<file path="config.mk">
export PLATFORM = sky130hd
export DESIGN_NAME = signal_strength_table_with_expiry
export DESIGN_NICKNAME = d
export VERILOG_FILES = /design/src/hw/rtl/sste_pkg.sv /design/src/hw/rtl/sste_ram.sv /design/src/hw/rtl/signal_strength_table_with_expiry.sv
export SDC_FILE = /design/constraint.sdc
export NUM_CORES = 2
export LEC_CHECK = 0
export ABC_AREA = 1
export BUFFER_PORTS_ARGS = -buffer_cell sky130_fd_sc_hd__buf_2
export CAP_MARGIN = 30
export CORE_MARGIN = 4
export CORE_UTILIZATION = 30
export DETAILED_ROUTE_END_ITERATION = 10
export SLEW_MARGIN = 20
export SYNTH_ARGS = -nofsm -noshare
export SYNTH_HDL_FRONTEND = slang
export SYNTH_HIERARCHICAL = 1
export SYNTH_SLANG_ARGS = --single-unit
</file>
<file path="constraint.sdc">
create_clock -name clk -period 18.15 [get_ports clk]
set_clock_uncertainty 0.2 [all_clocks]
set_input_delay 0.9075 -clock clk [delete_from_list [all_inputs] [get_ports clk]]
set_output_delay 0.9075 -clock clk [all_outputs]
set_load 0.03 [all_outputs]
</file>
<file path="src/hw/rtl/sste_pkg.sv">
package sste_pkg;

    localparam int DEFAULT_ENTRIES = 16;

    localparam int ADDR_W  = 48;
    localparam int LEVEL_W = 16;
    localparam int STAMP_W = 32;
    localparam int AGE_W   = 31;
    localparam int FUNC_W  = 3;
    localparam int COUNT_W = 5;

    localparam logic [AGE_W-1:0] MAX_AGE_RESET = AGE_W'(1000);

    localparam logic [FUNC_W-1:0] OP_OBSERVE = 3'd0;
    localparam logic [FUNC_W-1:0] OP_LOOKUP  = 3'd1;
    localparam logic [FUNC_W-1:0] OP_FORGET  = 3'd2;
    localparam logic [FUNC_W-1:0] OP_CLEAR   = 3'd3;
    localparam logic [FUNC_W-1:0] OP_SIZE    = 3'd4;

    typedef struct packed {
        logic [ADDR_W-1:0]         addr;
        logic signed [LEVEL_W-1:0] level;
        logic [STAMP_W-1:0]        stamp;
    } slot_t;

endpackage

</file>
<file path="src/hw/rtl/sste_ram.sv">
module sste_ram #(
    parameter int WIDTH = 8,
    parameter int DEPTH = 16,
    parameter int AW    = (DEPTH > 1) ? $clog2(DEPTH) : 1
) (
    input  logic             clk,
    input  logic             wr_en,
    input  logic [AW-1:0]    wr_addr,
    input  logic [WIDTH-1:0] wr_data,
    input  logic             rd_en,
    input  logic [AW-1:0]    rd_addr,
    output logic [WIDTH-1:0] rd_data
);

    logic [WIDTH-1:0] mem [DEPTH];

    always_ff @(posedge clk)
    begin
        if (wr_en)
        begin
            mem[wr_addr] <= wr_data;
        end
        if (rd_en)
        begin
            rd_data <= mem[rd_addr];
        end
    end

endmodule

</file>
<file path="src/hw/rtl/signal_strength_table_with_expiry.sv">
// Table of signal levels keyed by 48-bit device address, ENTRIES slots deep, one item at a
// time. Slot contents sit in a single-port-read slot memory that is scanned one slot per
// cycle; valid bits and the entry count are flip-flops. Observe, lookup and forget scan the
// slots (a match ends the scan early, an observe of a new address always scans every slot);
// clear, size and unused codes skip the scan. The next item is accepted once the previous
// result is registered, even if it is not yet taken. Lookup counts an entry as fresh when
// (stamp_ms - stored stamp), as a signed 32-bit value, is negative or at most max_age_ms.
// Observe of a new address into a full table changes nothing and sets dropped. The user
// writes the max_age_ms port only while the table is idle; the block does not enforce it.
module signal_strength_table_with_expiry #(
    parameter int ENTRIES = sste_pkg::DEFAULT_ENTRIES
) (
    input  logic                                   clk,
    input  logic                                   rst_n,

    input  logic                                   cfg_valid,
    output logic                                   cfg_ready,
    input  logic [sste_pkg::AGE_W-1:0]             max_age_ms,

    input  logic                                   in_valid,
    output logic                                   in_ready,
    input  logic [sste_pkg::FUNC_W-1:0]            func,
    input  logic [sste_pkg::ADDR_W-1:0]            device_address,
    input  logic signed [sste_pkg::LEVEL_W-1:0]    signal_level,
    input  logic [sste_pkg::STAMP_W-1:0]           stamp_ms,

    output logic                                   out_valid,
    input  logic                                   out_ready,
    output logic                                   hit,
    output logic signed [sste_pkg::LEVEL_W-1:0]    stored_level,
    output logic                                   dropped,
    output logic [sste_pkg::COUNT_W-1:0]           entry_count
);

    localparam int IW = (ENTRIES > 1) ? $clog2(ENTRIES) : 1;
    localparam int CW = $clog2(ENTRIES + 1);
    localparam int XW = (CW > sste_pkg::COUNT_W) ? CW : sste_pkg::COUNT_W;
    localparam int SW = $bits(sste_pkg::slot_t);

    localparam logic [1:0] ST_IDLE = 2'd0;
    localparam logic [1:0] ST_SCAN = 2'd1;
    localparam logic [1:0] ST_FIN  = 2'd2;

    logic [1:0]                        state_reg, state_next;
    logic [sste_pkg::AGE_W-1:0]        age_reg;
    logic [ENTRIES-1:0]                valid_reg, valid_next;
    logic [CW-1:0]                     count_reg, count_next;
    logic [IW:0]                       rd_idx_reg, rd_idx_next;
    logic [IW:0]                       cmp_idx_reg, cmp_idx_next;
    logic                              cmp_vld_reg, cmp_vld_next;
    logic                              found_reg, found_next;
    logic [IW-1:0]                     slot_reg, slot_next;
    logic                              free_vld_reg, free_vld_next;
    logic [IW-1:0]                     free_reg, free_next;
    logic                              out_valid_reg, out_valid_next;

    logic [sste_pkg::FUNC_W-1:0]       op_reg;
    logic [sste_pkg::ADDR_W-1:0]       key_reg;
    logic signed [sste_pkg::LEVEL_W-1:0] level_reg;
    logic [sste_pkg::STAMP_W-1:0]      stamp_reg;
    logic signed [sste_pkg::LEVEL_W-1:0] f_level_reg;
    logic [sste_pkg::STAMP_W-1:0]      f_stamp_reg;
    logic                              hit_reg, dropped_reg;
    logic signed [sste_pkg::LEVEL_W-1:0] lvl_out_reg;
    logic [sste_pkg::COUNT_W-1:0]      cnt_out_reg;

    logic                              in_fire;
    logic                              ram_wr_en;
    logic [IW-1:0]                     ram_wr_addr;
    sste_pkg::slot_t                   ram_wr_data;
    logic                              ram_rd_en;
    logic [SW-1:0]                     ram_rd_raw;
    sste_pkg::slot_t                   ram_rd_data;
    logic                              match_now;
    logic                              fin_go;
    logic                              fresh;
    logic [sste_pkg::STAMP_W-1:0]      age_diff;
    logic [XW-1:0]                     cnt_x;
    logic                              hit_next, dropped_next;

    assign ram_rd_data = sste_pkg::slot_t'(ram_rd_raw);

    sste_ram #(
        .WIDTH (SW),
        .DEPTH (ENTRIES),
        .AW    (IW)
    ) u_slot_ram (
        .clk     (clk),
        .wr_en   (ram_wr_en),
        .wr_addr (ram_wr_addr),
        .wr_data (ram_wr_data),
        .rd_en   (ram_rd_en),
        .rd_addr (rd_idx_reg[IW-1:0]),
        .rd_data (ram_rd_raw)
    );

    assign cfg_ready = 1'b1;
    assign in_ready  = (state_reg == ST_IDLE);
    assign in_fire   = in_valid && in_ready;
    assign out_valid = out_valid_reg;
    assign hit          = hit_reg;
    assign stored_level = lvl_out_reg;
    assign dropped      = dropped_reg;
    assign entry_count  = cnt_out_reg;

    assign match_now = (state_reg == ST_SCAN) && cmp_vld_reg
                       && valid_reg[cmp_idx_reg[IW-1:0]]
                       && (ram_rd_data.addr == key_reg);
    assign ram_rd_en = (state_reg == ST_SCAN) && (rd_idx_reg < (IW+1)'(ENTRIES)) && !match_now;
    assign fin_go    = (state_reg == ST_FIN) && (!out_valid_reg || out_ready);

    assign age_diff = stamp_reg - f_stamp_reg;
    assign fresh    = age_diff[sste_pkg::STAMP_W-1]
                      || (age_diff[sste_pkg::AGE_W-1:0] <= age_reg);

    assign ram_wr_data.addr  = key_reg;
    assign ram_wr_data.level = level_reg;
    assign ram_wr_data.stamp = stamp_reg;

    always_comb
    begin
        state_next     = state_reg;
        valid_next     = valid_reg;
        count_next     = count_reg;
        rd_idx_next    = rd_idx_reg;
        cmp_idx_next   = cmp_idx_reg;
        cmp_vld_next   = 1'b0;
        found_next     = found_reg;
        slot_next      = slot_reg;
        free_vld_next  = free_vld_reg;
        free_next      = free_reg;
        out_valid_next = out_valid_reg && !out_ready;
        ram_wr_en      = 1'b0;
        ram_wr_addr    = slot_reg;
        hit_next       = 1'b0;
        dropped_next   = 1'b0;

        case (state_reg)
            ST_IDLE:
            begin
                if (in_fire)
                begin
                    rd_idx_next   = '0;
                    found_next    = 1'b0;
                    free_vld_next = 1'b0;
                    if (func inside {sste_pkg::OP_OBSERVE, sste_pkg::OP_LOOKUP,
                                     sste_pkg::OP_FORGET})
                    begin
                        state_next = ST_SCAN;
                    end
                    else
                    begin
                        state_next = ST_FIN;
                    end
                end
            end
            ST_SCAN:
            begin
                if (ram_rd_en)
                begin
                    rd_idx_next  = rd_idx_reg + 1'b1;
                    cmp_idx_next = rd_idx_reg;
                    cmp_vld_next = 1'b1;
                end
                if (match_now)
                begin
                    found_next = 1'b1;
                    slot_next  = cmp_idx_reg[IW-1:0];
                    state_next = ST_FIN;
                end
                else if (cmp_vld_reg && !valid_reg[cmp_idx_reg[IW-1:0]] && !free_vld_reg)
                begin
                    free_vld_next = 1'b1;
                    free_next     = cmp_idx_reg[IW-1:0];
                end
                if (!cmp_vld_reg && rd_idx_reg == (IW+1)'(ENTRIES))
                begin
                    state_next = ST_FIN;
                end
            end
            ST_FIN:
            begin
                if (fin_go)
                begin
                    case (op_reg)
                        sste_pkg::OP_OBSERVE:
                        begin
                            if (found_reg)
                            begin
                                ram_wr_en   = 1'b1;
                                ram_wr_addr = slot_reg;
                            end
                            else if (free_vld_reg)
                            begin
                                ram_wr_en             = 1'b1;
                                ram_wr_addr           = free_reg;
                                valid_next[free_reg]  = 1'b1;
                                count_next            = count_reg + 1'b1;
                            end
                            else
                            begin
                                dropped_next = 1'b1;
                            end
                        end
                        sste_pkg::OP_LOOKUP:
                        begin
                            hit_next = found_reg && fresh;
                        end
                        sste_pkg::OP_FORGET:
                        begin
                            if (found_reg)
                            begin
                                valid_next[slot_reg] = 1'b0;
                                count_next           = count_reg - 1'b1;
                            end
                        end
                        sste_pkg::OP_CLEAR:
                        begin
                            valid_next = '0;
                            count_next = '0;
                        end
                        default:
                        begin
                        end
                    endcase
                    out_valid_next = 1'b1;
                    state_next     = ST_IDLE;
                end
            end
            default:
            begin
                state_next = ST_IDLE;
            end
        endcase
    end

    assign cnt_x = XW'(count_next);

    always_ff @(posedge clk or negedge rst_n)
    begin
        if (!rst_n)
        begin
            state_reg     <= ST_IDLE;
            age_reg       <= sste_pkg::MAX_AGE_RESET;
            valid_reg     <= '0;
            count_reg     <= '0;
            rd_idx_reg    <= '0;
            cmp_idx_reg   <= '0;
            cmp_vld_reg   <= 1'b0;
            found_reg     <= 1'b0;
            slot_reg      <= '0;
            free_vld_reg  <= 1'b0;
            free_reg      <= '0;
            out_valid_reg <= 1'b0;
        end
        else
        begin
            state_reg     <= state_next;
            if (cfg_valid && cfg_ready)
            begin
                age_reg <= max_age_ms;
            end
            valid_reg     <= valid_next;
            count_reg     <= count_next;
            rd_idx_reg    <= rd_idx_next;
            cmp_idx_reg   <= cmp_idx_next;
            cmp_vld_reg   <= cmp_vld_next;
            found_reg     <= found_next;
            slot_reg      <= slot_next;
            free_vld_reg  <= free_vld_next;
            free_reg      <= free_next;
            out_valid_reg <= out_valid_next;
        end
    end

    // hold the item, the matched slot's fields and the result beat
    always_ff @(posedge clk)
    begin
        if (in_fire)
        begin
            op_reg    <= func;
            key_reg   <= device_address;
            level_reg <= signal_level;
            stamp_reg <= stamp_ms;
        end
        if (match_now)
        begin
            f_level_reg <= ram_rd_data.level;
            f_stamp_reg <= ram_rd_data.stamp;
        end
        if (fin_go)
        begin
            hit_reg     <= hit_next;
            lvl_out_reg <= hit_next ? f_level_reg : '0;
            dropped_reg <= dropped_next;
            cnt_out_reg <= (cnt_x > XW'(31)) ? sste_pkg::COUNT_W'(31)
                                              : cnt_x[sste_pkg::COUNT_W-1:0];
        end
    end

endmodule

</file>
==> impl_metrics.json <==
{
  "first_iteration_detailed_routing_drc_count": 4893,
  "max_reg_flops": 1536,
  "endpoint_kind": "register",
  "netlist_top_cells_area": "sky130_fd_sc_hd__edfxtp_1 (66%), sky130_fd_sc_hd__nand2_1 (11%), sky130_fd_sc_hd__nand3_1 (7.3%), sky130_fd_sc_hd__inv_1 (6.4%), sky130_fd_sc_hd__dfrtp_1 (2.1%)",
  "layout.nets": 8092,
  "synth.avg_cell_area_um2": 10.6,
  "die-area_um2": 280000,
  "grt_util_all_layers": 0.150,
  "synth_top_area_cell": "sky130_fd_sc_hd__edfxtp_1",
  "htreeDepth": 4,
  "synth_common_cells": "sky130_fd_sc_hd__nand2_1 (2328), sky130_fd_sc_hd__edfxtp_1 (1802), sky130_fd_sc_hd__inv_1 (1388)",
  "grt_antenna_before_repair": 27,
  "synth_enable_flop_cells": 1802,
  "placed_cells": 11200,
  "pwr_density_cell_nw_per_um2": 130,
  "syn-cell-area_um2": 81400,
  "first_global_vias": 51100,
  "slew-limit-headroom": 0.152,
  "syn_to_final_growth_pct": 14.4,
  "design.core.area_um2": 269000,
  "critical_path_required_ps": 18420,
  "synthDistinctLibCells": 54,
  "peak_supply_drop_mv": 0.147,
  "cts.sinks": 1877,
  "min_period_ps": 5070,
  "drive_above_1_share": 0.0757,
  "cts.clk_slew.worst_paths_ps": 60,
  "crit_path_max_fanout": 45,
  "yosysWarningCount": 6,
  "via_count": 53400,
  "drv_cap": 0,
  "max_slew.worst_pin.slew_ps": 1270,
  "start_util": 0.303,
  "cts-buffers-inserted": 196,
  "core.rowCount": 190,
  "slew_violations": 0,
  "hold_slack_ps": 65.8,
  "r2r-start": "state_reg[1]",
  "final_antenna_net_count": 0,
  "p_leak_nw": 38.6,
  "total_iterations_of_the_first_detailed_routing_run": 5,
  "cts_root_buf": "sky130_fd_sc_hd__clkbuf_16",
  "port_buffers": 159,
  "synth_nets": 7910,
  "report.final.setup_viol": 0,
  "worstSetupStartpoint": "state_reg[1]",
  "maxClockFrequency_mhz": 197,
  "dp_hpwl_um": 120000,
  "outcome": "finished, final reports clean",
  "grt_pass1_wl_um": 321000,
  "synth_flop_cell": "sky130_fd_sc_hd__edfxtp_1",
  "worstSetupPathType": "reg -> reg",
  "startpoint_type": "register",
  "final.period_utilization": 0.279,
  "yosysMostFrequentCell": "sky130_fd_sc_hd__nand2_1",
  "synth_seq_area_share": 0.688,
  "rsz0062_at_grt": "false",
  "layoutNonFillerInstCount": 11600,
  "cts_setup_buffers": 0,
  "floorplan.die.height_um": 529,
  "post_synth_arst_share": 0.0400,
  "cp.arrival_ps": 5340,
  "synthCells": 7708,
  "cts_repair_resizes": 0,
  "clock_tree_from_tritoncts": "done",
  "average_wire_per_standard_cell_um": 18.5,
  "chipWidth_um": 529,
  "min_path_type": "in -> reg",
  "synthDominantCellAreaShare": 0.665,
  "worst_skew_pair.late_latency_ps": 860,
  "holdCritStartpoint": "device_address[40]",
  "io-pin-count": 161,
  "setup_total_negative_slack_ps": 0,
  "final-hold-violation-count": 0,
  "route.detailed.vias_per_inst": 4.60,
  "pin_count_of_the_biggest_net_entering_global_routing": 198,
  "gp_congestion": 0.813,
  "synth_seq_cells": 1877,
  "drc": 0,
  "total_wire_length_um": 215000,
  "holdBufCountCts": 60,
  "filler_cells_inserted": 26300,
  "globalRoute.totalOverflow": 0,
  "cts_buffer_depth": 3
}
## worst max-delay path, stage by stage, from the launching register on
cell,delay [ps]
sky130_fd_sc_hd__dfrtp_1,370
sky130_fd_sc_hd__inv_1,80
sky130_fd_sc_hd__nor2_2,100
sky130_fd_sc_hd__inv_1,110
sky130_fd_sc_hd__nor2_4,90
sky130_fd_sc_hd__buf_4,410
sky130_fd_sc_hd__nand2_1,270
sky130_fd_sc_hd__o21ai_0,420
sky130_fd_sc_hd__nand2_1,350
sky130_fd_sc_hd__nor2_4,620
sky130_fd_sc_hd__buf_4,820
sky130_fd_sc_hd__buf_4,750
## path summary, 6_finish.rpt
path	endpoint	slack, ps	cells past startpoint
max	u_slot_ram/mem[12][62]	13080	11
min	key_reg[40]	70	1
max reg2reg	u_slot_ram/mem[12][62]	13080	11
min reg2reg	f_level_reg[3]	210	0
max in group asynchronous	rd_idx_reg[3]	16690	4
min in group asynchronous	age_reg[2]	410	3
## stage by stage
| step | power [W] | utilization | instance area [um^2] | setup WS [ps] |
|---|---|---|---|---|
| 3_5_place_dp | 0.00818 | 0.320 | 86000 | 12530 |
| 6_report | 0.0121 | 0.346 | 93100 | 13080 |
| 5_1_grt | 0.0127 | 0.346 | 93100 | 12790 |
| 3_3_place_gp | 0.00813 | 0.319 | 85700 | 12270 |
| 4_1_cts | 0.0122 | 0.346 | 93000 | 13080 |
| 2_1_floorplan | 0.00734 | - | 81400 | 10870 |
## report_power, final
part	leakage, nW	internal [W]	switching, W	total [W]
clock	3.11	0.00225	0.00172	0.00397
sequential	17.2	0.00517	0.000280	0.00545
combinational	18.2	0.000764	0.00191	0.00267
## cell type report
class,instances,area [um^2],area share
well taps,3552,4440,0.0477
clock buffers,242,5170,0.0555
multi-input cells,4101,18500,0.198
flip-flops and latches,1877,56000,0.602
diodes,5,12.5,0.000134
repair buffers,319,2500,0.0268
inverters,1395,5270,0.0566
clock inverters,122,1220,0.0131
## cells by family after synthesis
group	after synthesis	share of synthesized area
AND/OR/NAND/NOR	3772	0.196
flip-flops	1877	0.688
buffers and inverters	1730	0.0866
AO/OA/AOI/OAI	219	0.0147
adder cells (fa/ha/maj)	67	0.0104
XOR/XNOR	41	0.00441
other	1	0.0000461
multiplexers	1	0.000138
## metal layers
| layer | global-route usage | wire, um | vias up |
|---|---|---|---|
| met4 | 0.0482 | 6360 | 12 |
| met3 | 0.0273 | 15700 | 381 |
| met1 | 0.207 | 94600 | 25700 |
| met2 | 0.238 | 97900 | 1893 |
| li1 | - | - | 25400 |
| met5 | 0 | 82 | - |
## cells in the final DEF, fill, tap and decap left out, drive strengths merged, types with 6 or more instances in the layout
cell type    synthesis  routed
nand2             2339    2339
edfxtp            1802    1802
inv               1394    1404
nand3             1197    1197
buf                261     258
clkbuf              74     242
nor2               195     195
o21ai              117     117
clkinv               1      95
dfrtp               69      69
a21oi               68      68
ha                  66      66
dlygate4sd3          0      61
xnor2               24      24
xor2                17      17
nor3                16      16
bufinv               0      15
nand4               12      12
o21bai               7       7
dfstp                6       6
(Power assumes the default switching activity.)
